<file path="config.mk">
export PLATFORM = sky130hd
export DESIGN_NAME = stx_etx_frame_extractor_core_flat
export DESIGN_NICKNAME = d
export VERILOG_FILES = /design/src/rtl/stxef_pkg.sv /design/src/rtl/stxef_if.sv /design/src/rtl/stx_etx_frame_extractor_core.sv /design/src/flat_wrapper.sv
export SDC_FILE = /design/constraint.sdc
export NUM_CORES = 1
export LEC_CHECK = 0
export BUFFER_PORTS_ARGS = -buffer_cell sky130_fd_sc_hd__buf_2
export CORE_MARGIN = 5
export CORE_UTILIZATION = 40
export DETAILED_ROUTE_END_ITERATION = 12
export PLACE_DENSITY = 0.63
export RECOVER_POWER = 100
export SLEW_MARGIN = 40
export SYNTH_ARGS = -nofsm -noshare
export SYNTH_HDL_FRONTEND = slang
export SYNTH_SLANG_ARGS = --single-unit
</file>
<file path="constraint.sdc">
create_clock -name clk_i -period 3.53 [get_ports clk_i]
set_input_delay 0.706 -clock clk_i [delete_from_list [all_inputs] [get_ports clk_i]]
set_output_delay 0.706 -clock clk_i [all_outputs]
set_load 0.05 [all_outputs]
</file>
<file path="src/rtl/stxef_pkg.sv">
// Shared constants for the STX/ETX deframer: field widths, register
// indexes and parameter defaults. No dependencies.
`default_nettype none

package stxef_pkg;

  localparam int unsigned BYTE_W  = 8;
  localparam int unsigned POS_W   = 6;
  localparam int unsigned LEN_W   = 7;
  localparam int unsigned CFG_IDX_W  = 2;
  localparam int unsigned CFG_DATA_W = 8;

  localparam int unsigned MAX_PAYLOAD_DEF = 64;

  localparam logic [CFG_IDX_W-1:0] REG_START_MARKER = 2'd0;
  localparam logic [CFG_IDX_W-1:0] REG_END_MARKER   = 2'd1;
  localparam logic [CFG_IDX_W-1:0] REG_LENGTH_LIMIT = 2'd2;

  localparam logic [BYTE_W-1:0] START_MARKER_RST = 8'h02;
  localparam logic [BYTE_W-1:0] END_MARKER_RST   = 8'h03;
  localparam logic [LEN_W-1:0]  LENGTH_LIMIT_RST = 7'd64;

endpackage

`default_nettype wire

</file>
<file path="src/rtl/stxef_if.sv">
// Valid/ready channel interfaces of the deframer: received bytes, released
// payload items and configuration writes. Uses stxef_pkg for widths.
`default_nettype none

interface stxef_in_if;
  logic                          valid;
  logic                          ready;
  logic [stxef_pkg::BYTE_W-1:0]  rx_byte;

  modport source (output valid, output rx_byte, input ready);
  modport sink   (input valid, input rx_byte, output ready);
endinterface

interface stxef_out_if;
  logic                          valid;
  logic                          ready;
  logic [stxef_pkg::BYTE_W-1:0]  payload_byte;
  logic [stxef_pkg::POS_W-1:0]   byte_position;
  logic [stxef_pkg::LEN_W-1:0]   frame_length;
  logic                          last_of_frame;
  logic                          empty_frame;

  modport source (output valid, output payload_byte, output byte_position,
                  output frame_length, output last_of_frame, output empty_frame,
                  input ready);
  modport sink   (input valid, input payload_byte, input byte_position,
                  input frame_length, input last_of_frame, input empty_frame,
                  output ready);
endinterface

interface stxef_cfg_if;
  logic                              valid;
  logic                              ready;
  logic [stxef_pkg::CFG_IDX_W-1:0]   reg_index;
  logic [stxef_pkg::CFG_DATA_W-1:0]  wdata;

  modport source (output valid, output reg_index, output wdata, input ready);
  modport sink   (input valid, input reg_index, input wdata, output ready);
endinterface

`default_nettype wire

</file>
<file path="src/rtl/stx_etx_frame_extractor_core.sv">
// STX/ETX byte deframer, top level. Depends on stxef_pkg and the channel
// interfaces in stxef_if.sv.
//
// One received byte enters per item on rx_i. Outside a frame every byte but
// the start marker is dropped; inside a frame data bytes go into a payload
// memory of MAX_PAYLOAD bytes, a start marker restarts the frame, and a byte
// past the length limit (saturated at MAX_PAYLOAD) discards the frame. The
// end marker releases the stored payload on res_o, one item per byte in
// order, or a single item flagged empty_frame when nothing was stored.
// While collecting, the block takes one byte every cycle. On the end marker
// it stops taking bytes until the last item of the run is loaded into the
// output register: each byte is read in order through the single registered
// read port of the payload memory, one read in flight, and a stall on res_o
// holds the run; an empty frame loads only its flagged item. The output
// register lets the next frame start while the final item still waits to be
// taken. The payload memory has no reset and needs no clearing pass: only
// entries written in the current frame are read.
// Configuration writes on cfg_i are always taken; write them while idle.
`default_nettype none

module stx_etx_frame_extractor_core #(
  parameter int unsigned MAX_PAYLOAD = stxef_pkg::MAX_PAYLOAD_DEF
) (
  input  wire logic     clk_i,
  input  wire logic     rst_ni,
  stxef_cfg_if.sink     cfg_i,
  stxef_in_if.sink      rx_i,
  stxef_out_if.source   res_o
);

  localparam int unsigned AW = (MAX_PAYLOAD > 1) ? $clog2(MAX_PAYLOAD) : 1;
  localparam int unsigned CW = $clog2(MAX_PAYLOAD + 1);
  localparam logic [stxef_pkg::LEN_W-1:0] MaxLen = stxef_pkg::LEN_W'(MAX_PAYLOAD);

  localparam logic ST_IDLE    = 1'b0;
  localparam logic ST_RELEASE = 1'b1;

  // Configuration registers
  logic [stxef_pkg::BYTE_W-1:0] start_q;
  logic [stxef_pkg::BYTE_W-1:0] end_q;
  logic [stxef_pkg::LEN_W-1:0]  limit_q;

  // Framing and release control
  logic          state_q;
  logic          inside_q;
  logic [CW-1:0] fill_q;
  logic [CW-1:0] len_q;
  logic [CW-1:0] rd_cnt_q;
  logic [CW-1:0] ld_cnt_q;
  logic          rd_pend_q;
  logic          rd_pend_d;

  // Payload memory and its registered read data
  logic [stxef_pkg::BYTE_W-1:0] payload_mem [MAX_PAYLOAD];
  logic [stxef_pkg::BYTE_W-1:0] rdata_q;

  // Output register
  logic                         res_valid_q;
  logic [stxef_pkg::BYTE_W-1:0] res_byte_q;
  logic [stxef_pkg::POS_W-1:0]  res_pos_q;
  logic [stxef_pkg::LEN_W-1:0]  res_len_q;
  logic                         res_last_q;
  logic                         res_empty_q;

  logic                         cfg_fire;
  logic                         rx_fire;
  logic                         is_start;
  logic                         is_end;
  logic [stxef_pkg::LEN_W-1:0]  eff_limit;
  logic                         room;
  logic                         wr_en;
  logic                         out_free;
  logic                         load_byte;
  logic                         load_empty;
  logic                         rd_issue;
  logic                         last_byte;

  assign cfg_i.ready = 1'b1;
  assign cfg_fire    = cfg_i.valid & cfg_i.ready;

  // Bytes are taken only while collecting; the release run owns the memory port.
  assign rx_i.ready = (state_q == ST_IDLE);
  assign rx_fire    = rx_i.valid & rx_i.ready;

  assign is_start  = (rx_i.rx_byte == start_q);
  assign is_end    = (rx_i.rx_byte == end_q);
  assign eff_limit = (limit_q > MaxLen) ? MaxLen : limit_q;
  assign room      = (stxef_pkg::LEN_W'(fill_q) < eff_limit);

  // The end-marker test wins over the start-marker test inside a frame.
  assign wr_en = rx_fire & inside_q & ~is_end & ~is_start & room;

  assign out_free   = ~res_valid_q | res_o.ready;
  assign load_byte  = (state_q == ST_RELEASE) & rd_pend_q & out_free;
  assign load_empty = (state_q == ST_RELEASE) & (len_q == '0) & out_free;
  // Keep at most one read in flight: issue the next one as the pending one drains.
  assign rd_issue   = (state_q == ST_RELEASE) & (rd_cnt_q < len_q)
                    & (~rd_pend_q | load_byte);
  assign rd_pend_d  = rd_issue | (rd_pend_q & ~load_byte);
  assign last_byte  = ((ld_cnt_q + CW'(1)) == len_q);

  always_ff @(posedge clk_i or negedge rst_ni) begin
    if (!rst_ni) begin
      start_q <= stxef_pkg::START_MARKER_RST;
      end_q   <= stxef_pkg::END_MARKER_RST;
      limit_q <= stxef_pkg::LENGTH_LIMIT_RST;
    end else if (cfg_fire) begin
      case (cfg_i.reg_index)
        stxef_pkg::REG_START_MARKER: start_q <= cfg_i.wdata;
        stxef_pkg::REG_END_MARKER:   end_q   <= cfg_i.wdata;
        stxef_pkg::REG_LENGTH_LIMIT: limit_q <= cfg_i.wdata[stxef_pkg::LEN_W-1:0];
        default: ;
      endcase
    end
  end

  always_ff @(posedge clk_i or negedge rst_ni) begin
    if (!rst_ni) begin
      state_q   <= ST_IDLE;
      inside_q  <= 1'b0;
      fill_q    <= '0;
      len_q     <= '0;
      rd_cnt_q  <= '0;
      ld_cnt_q  <= '0;
      rd_pend_q <= 1'b0;
    end else begin
      rd_pend_q <= rd_pend_d;
      case (state_q)
        ST_IDLE: begin
          if (rx_fire) begin
            if (!inside_q) begin
              if (is_start) begin
                inside_q <= 1'b1;
                fill_q   <= '0;
              end
            end else if (is_end) begin
              // Close the frame and hand the count to the release run.
              inside_q <= 1'b0;
              len_q    <= fill_q;
              fill_q   <= '0;
              rd_cnt_q <= '0;
              ld_cnt_q <= '0;
              state_q  <= ST_RELEASE;
            end else if (is_start) begin
              fill_q <= '0;
            end else if (room) begin
              fill_q <= fill_q + CW'(1);
            end else begin
              // Overflow: drop the frame without any item.
              inside_q <= 1'b0;
              fill_q   <= '0;
            end
          end
        end
        ST_RELEASE: begin
          if (rd_issue) begin
            rd_cnt_q <= rd_cnt_q + CW'(1);
          end
          if (load_byte) begin
            ld_cnt_q <= ld_cnt_q + CW'(1);
          end
          if (load_empty || (load_byte && last_byte)) begin
            state_q <= ST_IDLE;
          end
        end
        default: state_q <= ST_IDLE;
      endcase
    end
  end

  // Single write port while collecting, single registered read port on release.
  always_ff @(posedge clk_i) begin
    if (wr_en) begin
      payload_mem[fill_q[AW-1:0]] <= rx_i.rx_byte;
    end
    if (rd_issue) begin
      rdata_q <= payload_mem[rd_cnt_q[AW-1:0]];
    end
  end

  always_ff @(posedge clk_i or negedge rst_ni) begin
    if (!rst_ni) begin
      res_valid_q <= 1'b0;
    end else if (load_byte || load_empty) begin
      res_valid_q <= 1'b1;
    end else if (res_o.ready) begin
      res_valid_q <= 1'b0;
    end
  end

  always_ff @(posedge clk_i) begin
    if (load_empty) begin
      res_byte_q  <= '0;
      res_pos_q   <= '0;
      res_len_q   <= '0;
      res_last_q  <= 1'b1;
      res_empty_q <= 1'b1;
    end else if (load_byte) begin
      res_byte_q  <= rdata_q;
      res_pos_q   <= stxef_pkg::POS_W'(ld_cnt_q);
      res_len_q   <= stxef_pkg::LEN_W'(len_q);
      res_last_q  <= last_byte;
      res_empty_q <= 1'b0;
    end
  end

  assign res_o.valid         = res_valid_q;
  assign res_o.payload_byte  = res_byte_q;
  assign res_o.byte_position = res_pos_q;
  assign res_o.frame_length  = res_len_q;
  assign res_o.last_of_frame = res_last_q;
  assign res_o.empty_frame   = res_empty_q;

endmodule

`default_nettype wire

</file>
<file path="src/flat_wrapper.sv">
// flat-port wrapper written by rule: the top's interface ports become plain ports
module stx_etx_frame_extractor_core_flat 
#(
  parameter int unsigned MAX_PAYLOAD = stxef_pkg::MAX_PAYLOAD_DEF
)
  (clk_i, rst_ni, cfg_i_valid, cfg_i_reg_index, cfg_i_wdata, cfg_i_ready, rx_i_valid, rx_i_rx_byte, rx_i_ready, res_o_valid, res_o_payload_byte, res_o_byte_position, res_o_frame_length, res_o_last_of_frame, res_o_empty_frame, res_o_ready);
  stxef_cfg_if cfg_i_i ();
  stxef_in_if rx_i_i ();
  stxef_out_if res_o_i ();
  input  wire logic clk_i;
  input  wire logic rst_ni;
  input wire logic [$bits(cfg_i_i.valid)-1:0] cfg_i_valid;
  input wire logic [$bits(cfg_i_i.reg_index)-1:0] cfg_i_reg_index;
  input wire logic [$bits(cfg_i_i.wdata)-1:0] cfg_i_wdata;
  output wire logic [$bits(cfg_i_i.ready)-1:0] cfg_i_ready;
  input wire logic [$bits(rx_i_i.valid)-1:0] rx_i_valid;
  input wire logic [$bits(rx_i_i.rx_byte)-1:0] rx_i_rx_byte;
  output wire logic [$bits(rx_i_i.ready)-1:0] rx_i_ready;
  output wire logic [$bits(res_o_i.valid)-1:0] res_o_valid;
  output wire logic [$bits(res_o_i.payload_byte)-1:0] res_o_payload_byte;
  output wire logic [$bits(res_o_i.byte_position)-1:0] res_o_byte_position;
  output wire logic [$bits(res_o_i.frame_length)-1:0] res_o_frame_length;
  output wire logic [$bits(res_o_i.last_of_frame)-1:0] res_o_last_of_frame;
  output wire logic [$bits(res_o_i.empty_frame)-1:0] res_o_empty_frame;
  input wire logic [$bits(res_o_i.ready)-1:0] res_o_ready;
  assign cfg_i_i.valid = cfg_i_valid;
  assign cfg_i_i.reg_index = cfg_i_reg_index;
  assign cfg_i_i.wdata = cfg_i_wdata;
  assign cfg_i_ready = cfg_i_i.ready;
  assign rx_i_i.valid = rx_i_valid;
  assign rx_i_i.rx_byte = rx_i_rx_byte;
  assign rx_i_ready = rx_i_i.ready;
  assign res_o_valid = res_o_i.valid;
  assign res_o_payload_byte = res_o_i.payload_byte;
  assign res_o_byte_position = res_o_i.byte_position;
  assign res_o_frame_length = res_o_i.frame_length;
  assign res_o_last_of_frame = res_o_i.last_of_frame;
  assign res_o_empty_frame = res_o_i.empty_frame;
  assign res_o_i.ready = res_o_ready;
  stx_etx_frame_extractor_core #(.MAX_PAYLOAD(MAX_PAYLOAD)) u_core (.clk_i(clk_i), .rst_ni(rst_ni), .cfg_i(cfg_i_i), .rx_i(rx_i_i), .res_o(res_o_i));
endmodule
</file>
# Yosys cells after proc, flatten, opt, wreduce, memory -nomap -nowiden
# Memories as Yosys holds them, arrays and structs flattened. A register that Yosys moved wholly into a read port is not among the register bits.
# Index checks and enable logic that the tools add are counted.
[op_classes] addsub=3 n_lt_le_gt_ge=3 n_eq_ne=10 n_mux=27 bitwise=21 n_reduce_logical=15
[op_table] op="two-way mux 7 bit" n=11
[op_table] op="case mux 7 bit (2 select lines)" n=2
[op_table] op="adder 7 x 1 -> 7 bit, second input constant" n=3
[op_table] op="equality test 8 bit" n=2
[op_table] op="< comparator 7 bit" n=2
[op_table] op="two-way mux 1 bit" n=13
[op_table] op="bitwise AND 1 bit" n=12
[op_table] op="AND reduction 4 bit" n=3
[op_table] op="inequality test 2 bit, second input constant" n=5
[op_table] op="AND reduction 2 bit" n=4
[op_table] op="equality test 7 bit" n=1
[op_table] op="> comparator 7 bit, second input constant" n=1
[op_table] op="logical NOT 7 bit" n=1
[op_table] op="inverter 1 bit" n=6
[op_table] op="nonzero test 2 bit" n=2
[op_table] op="bitwise OR 1 bit" n=3
[op_table] op="AND reduction 3 bit" n=1
[op_table] op="equality test 2 x 1 -> 1 bit, second input constant" n=1
[op_table] op="equality test 2 bit, second input constant" n=1
[op_table] op="logical NOT 2 bit" n=1
[op_table] op="logical OR 1 bit" n=2
[op_table] op="case mux 1 bit (2 select lines)" n=1
[op_table] op="logical AND 1 bit" n=1
[totals] register_bits=78 mem_bits_rw=512 in_bits=23 out_inout_bits=26 word_cells=96 mem_count=1
[memory_table] memory="u_core.payload_mem" words=64 width=8 read_ports=1 rd_ports_with_merged_regs=1 write_ports=1 line="stx_etx_frame_extractor_core.sv:54" rtl="logic [stxef_pkg::BYTE_W-1:0] payload_mem [MAX_PAYLOAD];"

# Depth between registers and ports, before layout
[logic_depth] depth_word=8 ltp_mapped=11 mapped_depth_nobuf=9

# Least setup slack after synthesis
# OpenSTA, ideal clock, no wires.
[synth_timing] path_type="flip-flop to flip-flop" start="reg u_core.limit_q[6] (netlist bit)" end="mem u_core.payload_mem[28][0] (netlist bit) (enable)" setup_ps=395 arrival_ps=3130 t_required_ps=3135 setup_slack_ps=6 path_stages_with_launch=11 n_path_buf=2 period_less_slack_ps=3524 path_cell_list="dfstp_2 -> inv_1 -> nand2_1 -> ha_1 -> or4b_1 -> a21oi_1 -> o21ai_1 -> or4_1 -> buf_2 -> clkbuf_1 -> nor4_1"
[synth_between] elab_chain_len=6
[synth_lines] item="start: declaration" line="stx_etx_frame_extractor_core.sv:41" rtl="logic [stxef_pkg::LEN_W-1:0] limit_q;"
[synth_lines] item="start signal: assignment" line="stx_etx_frame_extractor_core.sv:106" rtl="limit_q <= stxef_pkg::LENGTH_LIMIT_RST;"
[synth_lines] item="start signal: assignment" line="stx_etx_frame_extractor_core.sv:111" rtl="stxef_pkg::REG_LENGTH_LIMIT: limit_q <= cfg_i.wdata[stxef_pkg::LEN_W-1:0];"
[synth_lines] item="> comparator 7 bit" line="stx_etx_frame_extractor_core.sv:87" rtl="assign eff_limit = (limit_q > MaxLen) ? MaxLen : limit_q;"
[synth_lines] item="two-way mux 7 bit *" line="stx_etx_frame_extractor_core.sv:87"
[synth_lines] item="< comparator 7 bit *" line="stx_etx_frame_extractor_core.sv:88" rtl="assign room = (stxef_pkg::LEN_W'(fill_q) < eff_limit);"
[synth_lines] item="bitwise AND 1 bit *" line="stx_etx_frame_extractor_core.sv:91" rtl="assign wr_en = rx_fire & inside_q & ~is_end & ~is_start & room;"
[synth_lines] item="two-way mux 1 bit *" line="stx_etx_frame_extractor_core.sv:173" rtl="if (wr_en) begin"
[synth_lines] item="two-way mux 1 bit (implied by the code) *" line="stx_etx_frame_extractor_core.sv:174" rtl="payload_mem[fill_q[AW-1:0]] <= rx_i.rx_byte;"
[synth_lines] item="end: declaration" line="stx_etx_frame_extractor_core.sv:54"
# Mark *: on every way between the ends. The rest lies on a longest branch, timed or not.

# Final worst setup path
[layout_timing] start="reg u_core.limit_q[6] (netlist bit)" end="mem u_core.payload_mem[39][7] (netlist bit) (enable)"
# The elaborated chain is that of the path after synthesis.

==> key figures <==
Route
  • Routed len/inst: 25.40 um
  • Via count: roughly 13000
  • Via-to-Cell Ratio: about 5.6
  • DRT antenna net count: 0
  • Final WL: 59000 um
  • First-pass detailed-route iteration total: 5
  • # DRC: 0
  • Initial DRC count: between 1000 and 1500

Power and ir drop
  • Total power draw: 20950 uW
  • Power per cell area: roughly 760 nW/um2
  • Worst vdd rail ir drop: 0.4969 mV
  • Pleak: around 0.009 uW

Timing
  • Hold WS: 0.3586 ns
  • Final setup fails: 0
  • Relative slew slack: -60.38%
  • Fin Clk Skew: 0.01585 ns
  • F_max: 0.2976 GHz
  • Final worst path period need: 3.360 ns
  • Count of pins over their slew limit: 207
  • RSZ-0062 raised after global routing: no
  • Period utilization: 95.19%
  • Worst slew pin tran: around 2.4 ns
  • Final hold violation count: 0

Yosys
  • Synth top cells by count: edfxtp_1, mux4_2, nand2_1
  • EDFF count, synth: 520
  • Most common cell in the netlist: edfxtp_1
  • Ys async rst share: 9.197%
  • Area share of the largest cell type after synthesis: 65.01%
  • Synth area leaders: edfxtp_1, mux4_2, dfrtp_1
  • Syn Area/Cell: 18.03 um2
  • Cell taking the most area after synthesis: edfxtp_1
  • Synth warn: 0
  • Ys flop type: edfxtp_1
  • Synth Cell Area: 24020 um2
  • Yosys reg bits: 598
  • Sequential area share after synthesis: 72.68%
  • Yosys cell types: 56
  • Cells after Synth: around 1300
  • Mapped Nets: between 1000 and 1500

CTS
  • CTS tree: yes
  • Clock root buffer: clkbuf_16
  • Setup Buffers After CTS: 0
  • H-tree levels: 2
  • Worst-path clk slew: around 0.060 ns
  • Clock latency on the worst-skew pair: slightly above 0.6 ns
  • Clock sink count: 598
  • Num CTS Buffers: 60
  • Clock buffer depth: 3

Place
  • Dpl hpwl: 37350 um
  • Placed Area: 26130 um2
  • GPL Wtd Cong: 0.8693
  • Placed insts: 2214
  • IO buf count: 47

Finish
  • Number of diodes: 0
  • Share of cells above drive strength 1: ~25%
  • Post-layout util: about 47%
  • Area delta synth->final: 15.40%
  • Final Instance Area: 27720 um2
  • Non-filler cells, final: 2323
  • Nets@finish: ~1500

Hold path
  • Worst min path class: input port to flop
  • Hold Startpoint: cfg_i_wdata[1]

Floorplanning
  • Initial cell density of the core: 40.54%
  • Core ar.: roughly 59000 um2
  • Height of the die: 255.0 um
  • Die area: 65050 um2
  • Num rows: ~90
  • Width of the die: approximately 260 um
  • IO Count: 49

Setup path
  • Reg2Reg Launch Point: u_core.limit_q[6]
  • Crit path max fanout: 9
  • Critical path type: flop to flop
  • Critical Path RT: 3.83 ns
  • Crit. End Element: flop
  • Worst Setup SP: u_core.limit_q[6]
  • Startpoint types: flop
  • CP arrival: 3.66 ns

GRT
  • All-Layer GR Usage: 18.16%
  • Largest net degree at the start of global routing: 65
  • Vias in the first global route: 13200
  • Initial antenna violation count: 0
  • Remaining global-route overflow: 0
  • First-pass GRT wire length: 87640 um

Job
  • Max Cap Viol: 4

Run status
  • Failing checks: max-capacitance violations, max-slew violations
  • Outcome: complete, but fails checks
[placed cells by master, fill, tap and decap left out, drive strengths merged, types with 5 or more instances in the layout]
cell type / instances
a22oi: 8
a21oi: 31
a211oi: 6
dfrtp: 51
xor2: 12
nor4: 45
nor2: 68
edfxtp: 520
nand4: 7
mux2: 25
inv: 21
buf: 69
clkinv: 26
nor2b: 7
bufinv: 9
xnor2: 20
nand3: 30
clkbuf: 190
nand3b: 5
ha: 15
and3: 5
dfxtp: 23
a221oi: 9
mux4: 134
nand2: 81
o21ai: 42
a21o: 6
mux2i: 31
[through the flow]
stage | setup WS, ns | setup TNS [ns]
4_1_cts | 0.04960 | 0
5_1_grt | 0.06210 | 0
3_5_place_dp | -0.09705 | -8.750
3_3_place_gp | -0.1145 | -21.15
2_1_floorplan | 0.005736 | 0
6_report | 0.1698 | 0
[critical path, cell delays in order (launching register included)]
cell and delay [ns]:
dfstp_1 0.54, inv_1 0.06, clkbuf_1 0.14, ha_1 0.32
a21oi_1 0.16, o21a_1 0.12, o21ai_1 0.09, or4_4 0.58
or2_1 0.56, nor2_1 0.20, clkbuf_2 0.27
[cell families (layout without fill, tap and decap cells)]
family	count (synthesis)	after routing	share of synthesized area, %
multiplexers	190	190	15.03
flip-flops	598	598	72.68
XOR/XNOR	32	32	1.167
other	1	1	0.01561
AO/OA/AOI/OAI	123	123	3.152
AND/OR/NAND/NOR	272	272	5.454
adder cells (fa/ha/maj)	15	15	0.7814
buffers and inverters	101	319	1.724
[routing by layer]
layer | up-vias | wire length, um | GRT usage [%] | share of wire (%)
met5 | - | 0 | 0 | 0
li1 | 5680 | - | - | -
met1 | 6829 | 24870 | 25.42 | 42
met2 | 493 | 27960 | 28.91 | 47
met3 | 92 | 4615 | 4.512 | 7.8
met4 | 0 | 1548 | 4.792 | 2.6
[what timing repair did]
item | in CTS | in global routing
hold buffers | 0 | 0
gates resized for setup | 0 | 4
setup endpoints to repair | 0 | 211
[state kept, by name (all words and copies together) (netlist names), 6 cells and up]
| signal | count |
|---|---|
| u_core.end_q | 8 |
| u_core.fill_q | 7 |
| u_core.ld_cnt_q | 7 |
| u_core.len_q | 7 |
| u_core.limit_q | 7 |
| u_core.payload_mem | 512 |
| u_core.rd_cnt_q | 7 |
| u_core.rdata_q | 8 |
| u_core.res_o.byte_position | 6 |
| u_core.res_o.frame_length | 7 |
| u_core.res_o.payload_byte | 8 |
| u_core.start_q | 8 |
[power breakdown]
group	leakage, uW	total, uW	switching, uW	internal (uW)
Clock	0.000965	6430	2630	3800
Combinational	0.00274	6060	3650	2410
Sequential	0.00552	8470	358	8110
Total	0.00923	21000	6630	14300
[layout make-up]
type                    count  area (um2)
fillers                  5020       31520
flip-flops and latches    598       17470
well taps                 773       967.2
multi-input cells         633        6167
repair buffers            189        1050
clock inverters            39       430.4
inverters                  21       78.83
clock buffers              70        1560
[worst paths after layout]
check                                             to  slack [ns]  cells past startpoint
min in group asynchronous         u_core.ld_cnt_q[1]        0.57                      1
max                        u_core.payload_mem[39][7]        0.17                     10
max reg2reg                u_core.payload_mem[39][7]        0.17                     10
min reg2reg                 u_core.res_o.empty_frame        0.45                      2
min                                u_core.limit_q[1]        0.36                      2
max in group asynchronous          u_core.start_q[5]        1.08                      2
No activity file was read; power rests on OpenSTA's default activity.
